$ cat config.mk
export PLATFORM = sky130hd
export DESIGN_NAME = state_variable_filter
export DESIGN_NICKNAME = d
export VERILOG_FILES = /design/src/hw/rtl/svf_pkg.sv /design/src/hw/rtl/state_variable_filter.sv /design/src/hw/rtl/svf_ctrl.sv /design/src/hw/rtl/svf_dp.sv
export SDC_FILE = /design/constraint.sdc
export NUM_CORES = 1
export LEC_CHECK = 0
export BUFFER_PORTS_ARGS = -buffer_cell sky130_fd_sc_hd__buf_2
export CORE_UTILIZATION = 45
export CTS_CLUSTER_SIZE = 30
export DETAILED_ROUTE_END_ITERATION = 6
export SYNTH_ARGS = -nofsm -noshare
export SYNTH_HDL_FRONTEND = slang
export SYNTH_SLANG_ARGS = --single-unit
$ cat constraint.sdc
create_clock -name i_clk -period 10.7 [get_ports i_clk]
set_input_delay 0.535 -clock i_clk [delete_from_list [all_inputs] [get_ports i_clk]]
set_output_delay 0.535 -clock i_clk [all_outputs]
set_load 0.1 [all_outputs]
$ cat src/hw/rtl/svf_pkg.sv
// Shared types and constants for the state variable filter.
// Used by svf_ctrl, svf_dp and state_variable_filter; no dependencies.
`timescale 1ns / 1ps

package svf_pkg;

    localparam int SAMPLE_W = 16;
    localparam int COEF_W   = 15;
    localparam int QREC_W   = 17;
    localparam int MODE_W   = 2;
    localparam int CIDX_W   = 2;
    // shared multiplier: 18-bit signed by 16-bit signed
    localparam int MUL_A_W  = QREC_W + 1;
    localparam int PROD_W   = MUL_A_W + SAMPLE_W;

    localparam logic [QREC_W-1:0] QREC_RESET = QREC_W'(65536);

    localparam logic [MODE_W-1:0] MODE_LOW  = 2'd0;
    localparam logic [MODE_W-1:0] MODE_BAND = 2'd1;
    localparam logic [MODE_W-1:0] MODE_HIGH = 2'd2;

    localparam logic [CIDX_W-1:0] CFG_Q_RECIP = 2'd0;
    localparam logic [CIDX_W-1:0] CFG_MODE    = 2'd1;

    // rounding offset for the Q1.15 products
    localparam logic signed [PROD_W-1:0] RND_HALF = PROD_W'(16384);

    typedef struct packed {
        logic load;      // capture input item
        logic mul_damp;  // q_reciprocal * band_state
        logic mul_high;  // form high, F * high
        logic mul_band;  // form band, F * band
        logic commit;    // form low, update states, load output register
    } t_cmd;

endpackage

$ cat src/hw/rtl/state_variable_filter.sv
// State variable filter: a captured input item passes through the damping
// multiply, two coefficient multiplies and a final sum. The single shared
// multiplier is used by three dependent products in turn, so no new item is
// taken until the last one is committed. A finished item waits in the output
// register while the next one is taken. Synchronous active-low reset clears
// both filter states, sets q_reciprocal to 1.0 and the mode to low-pass.
`timescale 1ns / 1ps

module state_variable_filter (
    input  logic                                i_clk,
    input  logic                                i_rst_n,
    input  logic                                i_in_valid,
    output logic                                o_in_stall,
    input  logic signed [svf_pkg::SAMPLE_W-1:0] i_sample_in,
    input  logic        [svf_pkg::COEF_W-1:0]   i_freq_coef,
    output logic                                o_out_valid,
    input  logic                                i_out_stall,
    output logic signed [svf_pkg::SAMPLE_W-1:0] o_filter_out,
    input  logic                                i_cfg_valid,
    output logic                                o_cfg_ready,
    input  logic        [svf_pkg::CIDX_W-1:0]   i_cfg_index,
    input  logic        [svf_pkg::QREC_W-1:0]   i_cfg_data
);

    svf_pkg::t_cmd w_cmd;

    assign o_cfg_ready = 1'b1;

    svf_ctrl u_ctrl (
        .i_clk       (i_clk),
        .i_rst_n     (i_rst_n),
        .i_in_valid  (i_in_valid),
        .o_in_stall  (o_in_stall),
        .o_out_valid (o_out_valid),
        .i_out_stall (i_out_stall),
        .o_cmd       (w_cmd)
    );

    svf_dp u_dp (
        .i_clk        (i_clk),
        .i_rst_n      (i_rst_n),
        .i_cmd        (w_cmd),
        .i_sample_in  (i_sample_in),
        .i_freq_coef  (i_freq_coef),
        .i_cfg_we     (i_cfg_valid && o_cfg_ready),
        .i_cfg_index  (i_cfg_index),
        .i_cfg_data   (i_cfg_data),
        .o_filter_out (o_filter_out)
    );

    a_cmd_onehot: assert property (@(posedge i_clk) disable iff (!i_rst_n)
        $onehot0({w_cmd.load, w_cmd.mul_damp, w_cmd.mul_high, w_cmd.mul_band, w_cmd.commit}))
        else $error("more than one datapath command at once");

    a_load_starts: assert property (@(posedge i_clk) disable iff (!i_rst_n)
        w_cmd.load |=> w_cmd.mul_damp && o_in_stall)
        else $error("accepted item did not start the damping multiply");

    a_damp_to_high: assert property (@(posedge i_clk) disable iff (!i_rst_n)
        w_cmd.mul_damp |=> w_cmd.mul_high)
        else $error("high-pass step did not follow damping multiply");

    a_commit_valid: assert property (@(posedge i_clk) disable iff (!i_rst_n)
        w_cmd.commit |=> o_out_valid)
        else $error("committed item not presented at output");

endmodule

$ cat src/hw/rtl/svf_ctrl.sv
// Sequencer for the state variable filter: steps one item through the
// shared multiplier and owns both handshakes. Depends on svf_pkg.
`timescale 1ns / 1ps

module svf_ctrl (
    input  logic          i_clk,
    input  logic          i_rst_n,
    input  logic          i_in_valid,
    output logic          o_in_stall,
    output logic          o_out_valid,
    input  logic          i_out_stall,
    output svf_pkg::t_cmd o_cmd
);

    typedef enum logic [2:0] {
        S_IDLE,
        S_DAMP,
        S_HIGH,
        S_BAND,
        S_LOW
    } t_state;

    t_state r_state;
    logic   r_out_valid;
    logic   w_out_free;

    assign w_out_free  = !r_out_valid || !i_out_stall;
    assign o_in_stall  = (r_state != S_IDLE);
    assign o_out_valid = r_out_valid;

    always_comb begin
        o_cmd          = '0;
        o_cmd.load     = (r_state == S_IDLE) && i_in_valid;
        o_cmd.mul_damp = (r_state == S_DAMP);
        o_cmd.mul_high = (r_state == S_HIGH);
        o_cmd.mul_band = (r_state == S_BAND);
        o_cmd.commit   = (r_state == S_LOW) && w_out_free;
    end

    always_ff @(posedge i_clk) begin
        if (!i_rst_n) begin
            r_state     <= S_IDLE;
            r_out_valid <= 1'b0;
        end else begin
            if (r_out_valid && !i_out_stall)
                r_out_valid <= 1'b0;
            unique case (r_state)
                S_IDLE: begin
                    if (i_in_valid)
                        r_state <= S_DAMP;
                end
                S_DAMP: r_state <= S_HIGH;
                S_HIGH: r_state <= S_BAND;
                S_BAND: r_state <= S_LOW;
                S_LOW: begin
                    // hold here until the output register can take the item
                    if (w_out_free) begin
                        r_out_valid <= 1'b1;
                        r_state     <= S_IDLE;
                    end
                end
                default: r_state <= S_IDLE;
            endcase
        end
    end

endmodule

$ cat src/hw/rtl/svf_dp.sv
// Datapath for the state variable filter: config registers, filter states,
// one shared signed multiplier and the output register. Depends on svf_pkg.
`timescale 1ns / 1ps

module svf_dp (
    input  logic                                   i_clk,
    input  logic                                   i_rst_n,
    input  svf_pkg::t_cmd                          i_cmd,
    input  logic signed [svf_pkg::SAMPLE_W-1:0]    i_sample_in,
    input  logic        [svf_pkg::COEF_W-1:0]      i_freq_coef,
    input  logic                                   i_cfg_we,
    input  logic        [svf_pkg::CIDX_W-1:0]      i_cfg_index,
    input  logic        [svf_pkg::QREC_W-1:0]      i_cfg_data,
    output logic signed [svf_pkg::SAMPLE_W-1:0]    o_filter_out
);

    logic        [svf_pkg::QREC_W-1:0]   r_q_recip;
    logic        [svf_pkg::MODE_W-1:0]   r_mode;
    logic signed [svf_pkg::SAMPLE_W-1:0] r_low_state;
    logic signed [svf_pkg::SAMPLE_W-1:0] r_band_state;
    logic signed [svf_pkg::SAMPLE_W-1:0] r_x;
    logic        [svf_pkg::COEF_W-1:0]   r_f;
    logic signed [svf_pkg::SAMPLE_W-1:0] r_high;
    logic signed [svf_pkg::SAMPLE_W-1:0] r_band;
    logic signed [svf_pkg::PROD_W-1:0]   r_prod;
    logic signed [svf_pkg::SAMPLE_W-1:0] r_out;

    logic signed [svf_pkg::MUL_A_W-1:0]  w_mul_a;
    logic signed [svf_pkg::SAMPLE_W-1:0] w_mul_b;
    logic signed [svf_pkg::PROD_W-1:0]   w_rnd_sum;
    logic signed [svf_pkg::SAMPLE_W-1:0] w_rnd;
    logic signed [svf_pkg::SAMPLE_W-1:0] n_high;
    logic signed [svf_pkg::SAMPLE_W-1:0] n_band;
    logic signed [svf_pkg::SAMPLE_W-1:0] n_low;
    logic signed [svf_pkg::SAMPLE_W-1:0] n_out;

    // floor(prod / 65536) wrapped to 16 bits is prod[31:16]
    assign n_high    = r_x - r_low_state - r_prod[31:16];
    // round(prod / 32768), halves toward plus infinity
    assign w_rnd_sum = r_prod + svf_pkg::RND_HALF;
    assign w_rnd     = w_rnd_sum[30:15];
    assign n_band    = w_rnd + r_band_state;
    assign n_low     = w_rnd + r_low_state;

    always_comb begin
        if (i_cmd.mul_damp) begin
            w_mul_a = $signed({1'b0, r_q_recip});
            w_mul_b = r_band_state;
        end else begin
            w_mul_a = $signed({{(svf_pkg::MUL_A_W - svf_pkg::COEF_W){1'b0}}, r_f});
            w_mul_b = i_cmd.mul_band ? n_band : n_high;
        end
    end

    always_comb begin
        case (r_mode)
            svf_pkg::MODE_HIGH: n_out = r_high;
            svf_pkg::MODE_BAND: n_out = r_band;
            default:            n_out = n_low;
        endcase
    end

    always_ff @(posedge i_clk) begin
        if (!i_rst_n) begin
            r_q_recip    <= svf_pkg::QREC_RESET;
            r_mode       <= svf_pkg::MODE_LOW;
            r_low_state  <= '0;
            r_band_state <= '0;
        end else begin
            if (i_cfg_we) begin
                unique case (i_cfg_index)
                    svf_pkg::CFG_Q_RECIP: r_q_recip <= i_cfg_data;
                    svf_pkg::CFG_MODE:    r_mode    <= i_cfg_data[svf_pkg::MODE_W-1:0];
                    default: ;
                endcase
            end
            if (i_cmd.commit) begin
                r_band_state <= r_band;
                r_low_state  <= n_low;
            end
        end
    end

    always_ff @(posedge i_clk) begin
        if (i_cmd.load) begin
            r_x <= i_sample_in;
            r_f <= i_freq_coef;
        end
        if (i_cmd.mul_damp || i_cmd.mul_high || i_cmd.mul_band)
            r_prod <= w_mul_a * w_mul_b;
        if (i_cmd.mul_high)
            r_high <= n_high;
        if (i_cmd.mul_band)
            r_band <= n_band;
        if (i_cmd.commit)
            r_out <= n_out;
    end

    assign o_filter_out = r_out;

endmodule
Word level (Yosys, flattened, before mapping)
Cells that the tools add are included.
{ "op_classes": {"add_sub_neg": 5, "n_mul": 1, "eq_ne": 9, "muxes": 10, "n_reduce_logical": 14} }
{ "op_table": {"columns": ["operator", "n"], "rows": [
  ["adder 16 bit", 2],
  ["multiplier 18 x 16 -> 32 bit", 1],
  ["2-to-1 mux 16 bit", 2],
  ["case mux 16 bit (2 select lines)", 1],
  ["subtractor 16 bit", 2],
  ["adder 31 x 16 -> 31 bit, second input constant", 1],
  ["2-to-1 mux 17 bit", 1],
  ["case mux 3 bit (5 select lines)", 1],
  ["== test 3 x 2 -> 1 bit, second input constant", 2],
  ["2-to-1 mux 3 bit", 2],
  ["AND reduction 2 bit", 3],
  ["== test 2 x 1 -> 1 bit, second input constant", 2],
  ["== test 3 x 1 -> 1 bit, second input constant", 1],
  ["== test 3 bit, second input constant", 1],
  ["logical AND 1 bit", 3],
  ["logical NOT 3 bit", 1],
  ["logical OR 1 bit", 3],
  ["2-to-1 mux 1 bit", 3],
  ["nonzero test 3 bit", 1],
  ["== test 2 bit, second input constant", 1],
  ["logical NOT 1 bit", 2],
  ["logical NOT 2 bit", 1],
  ["!= test 2 x 1 -> 1 bit, second input constant", 1],
  ["!= test 2 bit, second input constant", 1]
]} }
{ "word_totals": {"reg_bits": 166, "in_bits": 55, "output_inout_bits": 19, "elab_cells": 51} }

Depth between registers and ports, before layout
{ "depth": {"ltp_word": 5, "depth_mapped": 36, "depth_no_buf": 36} }

Modules after synthesis
A second synthesis with hierarchy kept.
{ "hier_totals": {"cells_unflattened": 1787, "hier_area_um2": 17038.8} }
{ "modules_own_cells": {"columns": ["mod", "n_inst", "cells_each", "area_per_inst_um2", "seq_area_each_um2"], "rows": [
  ["svf_dp", 1, 1764, 16831.1, 3933.8],
  ["svf_ctrl", 1, 21, 196.4, 80.1],
  ["state_variable_filter", 1, 2, 11.3, 0.0]
]} }

Worst setup path before layout
No wires, ideal clock.
{ "synth_path": {"kind": "register to register", "from": "register u_dp.r_prod[14] in the netlist's numbering", "to": "register u_dp.r_prod[31] in the netlist's numbering, data pin", "setup_time_ns": 0.260, "t_arrival_ns": 8.039, "slack_ns": 2.401, "stages_incl_launch_ff": 33, "n_path_buf": 1, "synth_period_minus_slack_ns": 8.299, "cell_sequence": "edfxtp_1 > ha_1 > xor2_1 > ha_1 > a211oi_1 > o21ai_0 > and4_2 > o31ai_1 > a21boi_1 > o21a_1 > o21a_1 > o31ai_1 > buf_2 > nand4_1 > fa_1 > fa_1 > inv_1 > fa_1 > fa_1 > fa_1 > inv_1 > fa_1 > inv_1 > ha_1 > a21o_1 > a21o_1 > a21o_1 > a221oi_1 > o21ai_0 > a22oi_1 > a21oi_1 > a211oi_2 > xnor2_1"} }
{ "synth_between": {"elab_chain_len": 5} }
{ "synth_rtl": {"columns": ["element", "line", "text"], "rows": [
  ["start: declaration", "svf_dp.sv:25", "logic signed [svf_pkg::PROD_W-1:0] r_prod;"],
  ["start signal: assignment", "svf_dp.sv:90", "r_prod <= w_mul_a * w_mul_b;"],
  ["adder 31 x 16 -> 31 bit", "svf_dp.sv:40", "assign w_rnd_sum = r_prod + svf_pkg::RND_HALF;"],
  ["adder 16 bit", "svf_dp.sv:42", "assign n_band = w_rnd + r_band_state;"],
  ["2-to-1 mux 16 bit", "svf_dp.sv:51", "w_mul_b = i_cmd.mul_band ? n_band : n_high;"],
  ["2-to-1 mux 16 bit", "svf_dp.sv:46", "if (i_cmd.mul_damp) begin"],
  ["multiplier 18 x 16 -> 32 bit", "svf_dp.sv:90", null]
]} }
No other way between the ends.
A chain may end at the register's enable or synchronous reset.

Worst setup path in the final report
{ "layout_path": {"from": "register u_dp.r_prod[18] in the netlist's numbering", "to": "register u_dp.r_prod[31] in the netlist's numbering, data pin"} }
{ "layout_lines": {"columns": ["element", "line", "text"], "rows": [
  ["subtractor 16 bit", "svf_dp.sv:38", "assign n_high = r_x - r_low_state - r_prod[31:16];"],
  ["net u_dp.n_high (one bit)", "svf_dp.sv:32", "logic signed [svf_pkg::SAMPLE_W-1:0] n_high;"],
  ["2-to-1 mux 16 bit", "svf_dp.sv:51", null],
  ["2-to-1 mux 16 bit", "svf_dp.sv:46", null],
  ["multiplier 18 x 16 -> 32 bit", "svf_dp.sv:90", null]
]} }
The timed path passes the listed nets, and every way through them passes these cells.

==> results.toml <==
[run]
drv_cap = 0

[synth]
synth_compound_area_share_pct = 10.8
yosysWarnings = 0
synth-edff-count = 97
synthTopCellsByCount = "302 x inv_1, 266 x nand2_1, 224 x fa_1, 161 x ha_1, 107 x nor2_1"
syn-num-nets = 2278
synthMuxAreaShare_pct = 2.70
synth_cells = 1838
yosysSeqAreaShare_pct = 22.9
synth.top_cell.area_share_pct = 25.6
synth.area.top_cells = "fa_1 26%, edfxtp_1 17%, ha_1 12%, inv_1 6.5%, dfxtp_1 6.3%"
yosysTopAreaCell = "fa_1"
synthMostInstantiatedCell = "inv_1"
synth_cell_type_count = 81
synth_adder_area_share_pct = 37.2
synth_xor_area_share_pct = 3.63
synthArstFlopShare_pct = 0
synthFlopType = "edfxtp_1"
synth_top_family_by_area = "adder cells"
syn_avg_cell_area_sq_um = 9.52
netlist_area_sq_um = 17500
ys_seq_elements = 152
synth-simple-area-share_pct = 14.6

[detailed_routing]
wl_met3_microns = 3450
drtPass1Iterations = 6
drtAntennaViolNets = 0
wl_met1_microns = 22000
via_count = 13270
wl_microns = 49500
wl_met2_microns = 22800
wl_per_cell_microns = 20.5
top_layer = "met4"
dr.first_iter.drc_count = 948
viasPerCell = 5.49
drc = 0

[placed_design]
place_inst = 2387
place_congestion = 0.976
dpl.hpwl_microns = 39100
port-buffer-count = 72

[clocking]
cts-root-buf = "clkbuf_16"
clk_pin_slew_ns = 0.07
numCtsBuffers = 17
cts_max_level = 4
cts_buffer_depth = 2
postCtsHoldBufs = 0
cts_resized = 0
cts_tree = "yes"
cts_setup_buffers = 0
clkLatencyLatePin_ns = 0.45
cts.sinks = 152

[timing]
fmax_ghz = 0.104
worst_slew_pin_slew_ns = 1.24
drv_slew = 0
rsz0062_at_grt = "false"
hold_viol_final = 0
fin_crit_sh_pct = 90.3
skew_ns = 0.0189
tns_ns = 0
finalSetupViolCount = 0
min_period_ns = 9.66
slew-limit-headroom_pct = 15.3

[worst_hold_path]
worstHoldPathCells = 1
hold_start = "i_freq_coef[14]"
hp-class = "primary input to register"
whs_endpoint = "u_dp.r_f[14]$_DFFE_PP_"

[floorplan]
start_util_pct = 46.1
die_area_sq_um = 39700
boundaryPins = 74
die_h_microns = 199
core.rowCount = 71
die-width_microns = 199
coreArea_sq_um = 37900

[final_layout]
multi_input_area_sq_um = 12100
fin_cells = 2419
num-nets-final = 2335
regArea_sq_um = 4010
drive_above_1_share_pct = 9.60
syn_to_final_growth_pct = 8.73
fill_cells = 3585

[setup_path]
critical_path_class = "register to register"
cp.arrival_ns = 9.85
critical-path-slowest-cell = "fa_1"
r2r-start = "u_dp.r_prod[18]$_DFFE_PP_"
critPathMaxStageDelay_ns = 0.56
cp_common_cell = "fa_1"
startpoint_type = "register"
crit_required_ns = 10.89
reg2reg_slack_ns = 1.04
critPathBufInv = 4
crit_family = "adder cells"
reg2reg_depth = 31
end_kind = "register"
r2r_end = "u_dp.r_prod[31]$_DFFE_PP_"
cp_max_fo = 15

[run_status]
status = "finished, final reports clean"

[grt]
grt_antenna_before_repair = 2
grt_pass1_vias = 13614
grt_max_degree = 58
grt.overflow.total = 0
grt_pass1_wl_microns = 78000
track_usage_pct = 26.5
==> how the worst max path moves through the flow <==
stage               depth (start not counted)                         to                 startpoint
finish                                     31  u_dp.r_prod[31]$_DFFE_PP_  u_dp.r_prod[18]$_DFFE_PP_
global route                               31  u_dp.r_prod[31]$_DFFE_PP_  u_dp.r_prod[18]$_DFFE_PP_
CTS                                        31  u_dp.r_prod[31]$_DFFE_PP_  u_dp.r_prod[18]$_DFFE_PP_
detailed placement                         31  u_dp.r_prod[31]$_DFFE_PP_  u_dp.r_prod[18]$_DFFE_PP_
global placement                           31  u_dp.r_prod[31]$_DFFE_PP_  u_dp.r_prod[18]$_DFFE_PP_
floorplan                                  32  u_dp.r_prod[31]$_DFFE_PP_  u_dp.r_prod[14]$_DFFE_PP_
==> cells by family (layout without fill, tap and decap cells) <==
kind of cell | Yosys count | after routing
and+or+nand+nor | 555 | 555
adders and majority gates | 385 | 385
AOI/OAI and AO/OA | 262 | 262
xor gates and xnor gates | 70 | 70
DFF | 152 | 152
buffers and inverters | 368 | 437
other | 1 | 2
muxes | 45 | 45
==> routing by layer <==
layer  GRT usage, %  up-vias
li1               -     6152
met4           7.75        0
met2           42.6      448
met1           36.7     6589
met5              0        -
met3           4.20       81
==> through the flow <==
step | utilization (%) | area, sq um | hold WS (ns) | setup WS [ns]
2_1_floorplan | - | 17500 | 0.452 | 2.40
3_5_place_dp | 48.7 | 18500 | 0.473 | 1.18
3_3_place_gp | 48.7 | 18500 | 0.466 | 1.31
4_1_cts | 50.1 | 19000 | 0.235 | 1.17
5_1_grt | 50.1 | 19000 | 0.236 | 0.627
6_report | 50.1 | 19000 | 0.255 | 1.04
==> sequential cells by signal, indices dropped and copies added (netlist names) <==
name,cells
u_ctrl.o_out_valid,1
u_ctrl.r_state,3
u_dp.o_filter_out,16
u_dp.r_band,16
u_dp.r_band_state,16
u_dp.r_f,15
u_dp.r_high,16
u_dp.r_low_state,16
u_dp.r_mode,2
u_dp.r_prod,18
u_dp.r_q_recip,17
u_dp.r_x,16
==> layout by cell type, fill, tap and decap left out, drive strengths merged, types with 15 or more instances in the layout <==
cell / netlist / layout
o21a: 18 / 18
nand4: 18 / 18
and2: 21 / 21
o21ai: 42 / 42
nand2: 266 / 266
fa: 224 / 224
and3: 25 / 25
mux2: 18 / 18
nor3: 24 / 24
a21oi: 34 / 34
nand3: 26 / 26
clkbuf: 54 / 20
xnor2: 55 / 55
edfxtp: 97 / 97
buf: 8 / 100
o211ai: 15 / 15
inv: 305 / 308
a21boi: 50 / 50
ha: 161 / 161
a21o: 25 / 25
mux2i: 27 / 27
nor2: 107 / 107
dfxtp: 55 / 55
==> area by class of cell <==
class | instances | area share [%]
Clock buffer | 20 | 2.30
Tap cell | 511 | 3.36
Sequential cell | 152 | 21.1
Antenna cell | 1 | 0.0132
Inverter | 306 | 6.04
Clock inverter | 11 | 0.651
Multi-Input combinational cell | 1318 | 63.5
Timing Repair Buffer | 100 | 3.00
Power is not shown: default switching activity piles up to over one toggle a cycle in this logic, so the estimate is an artifact.
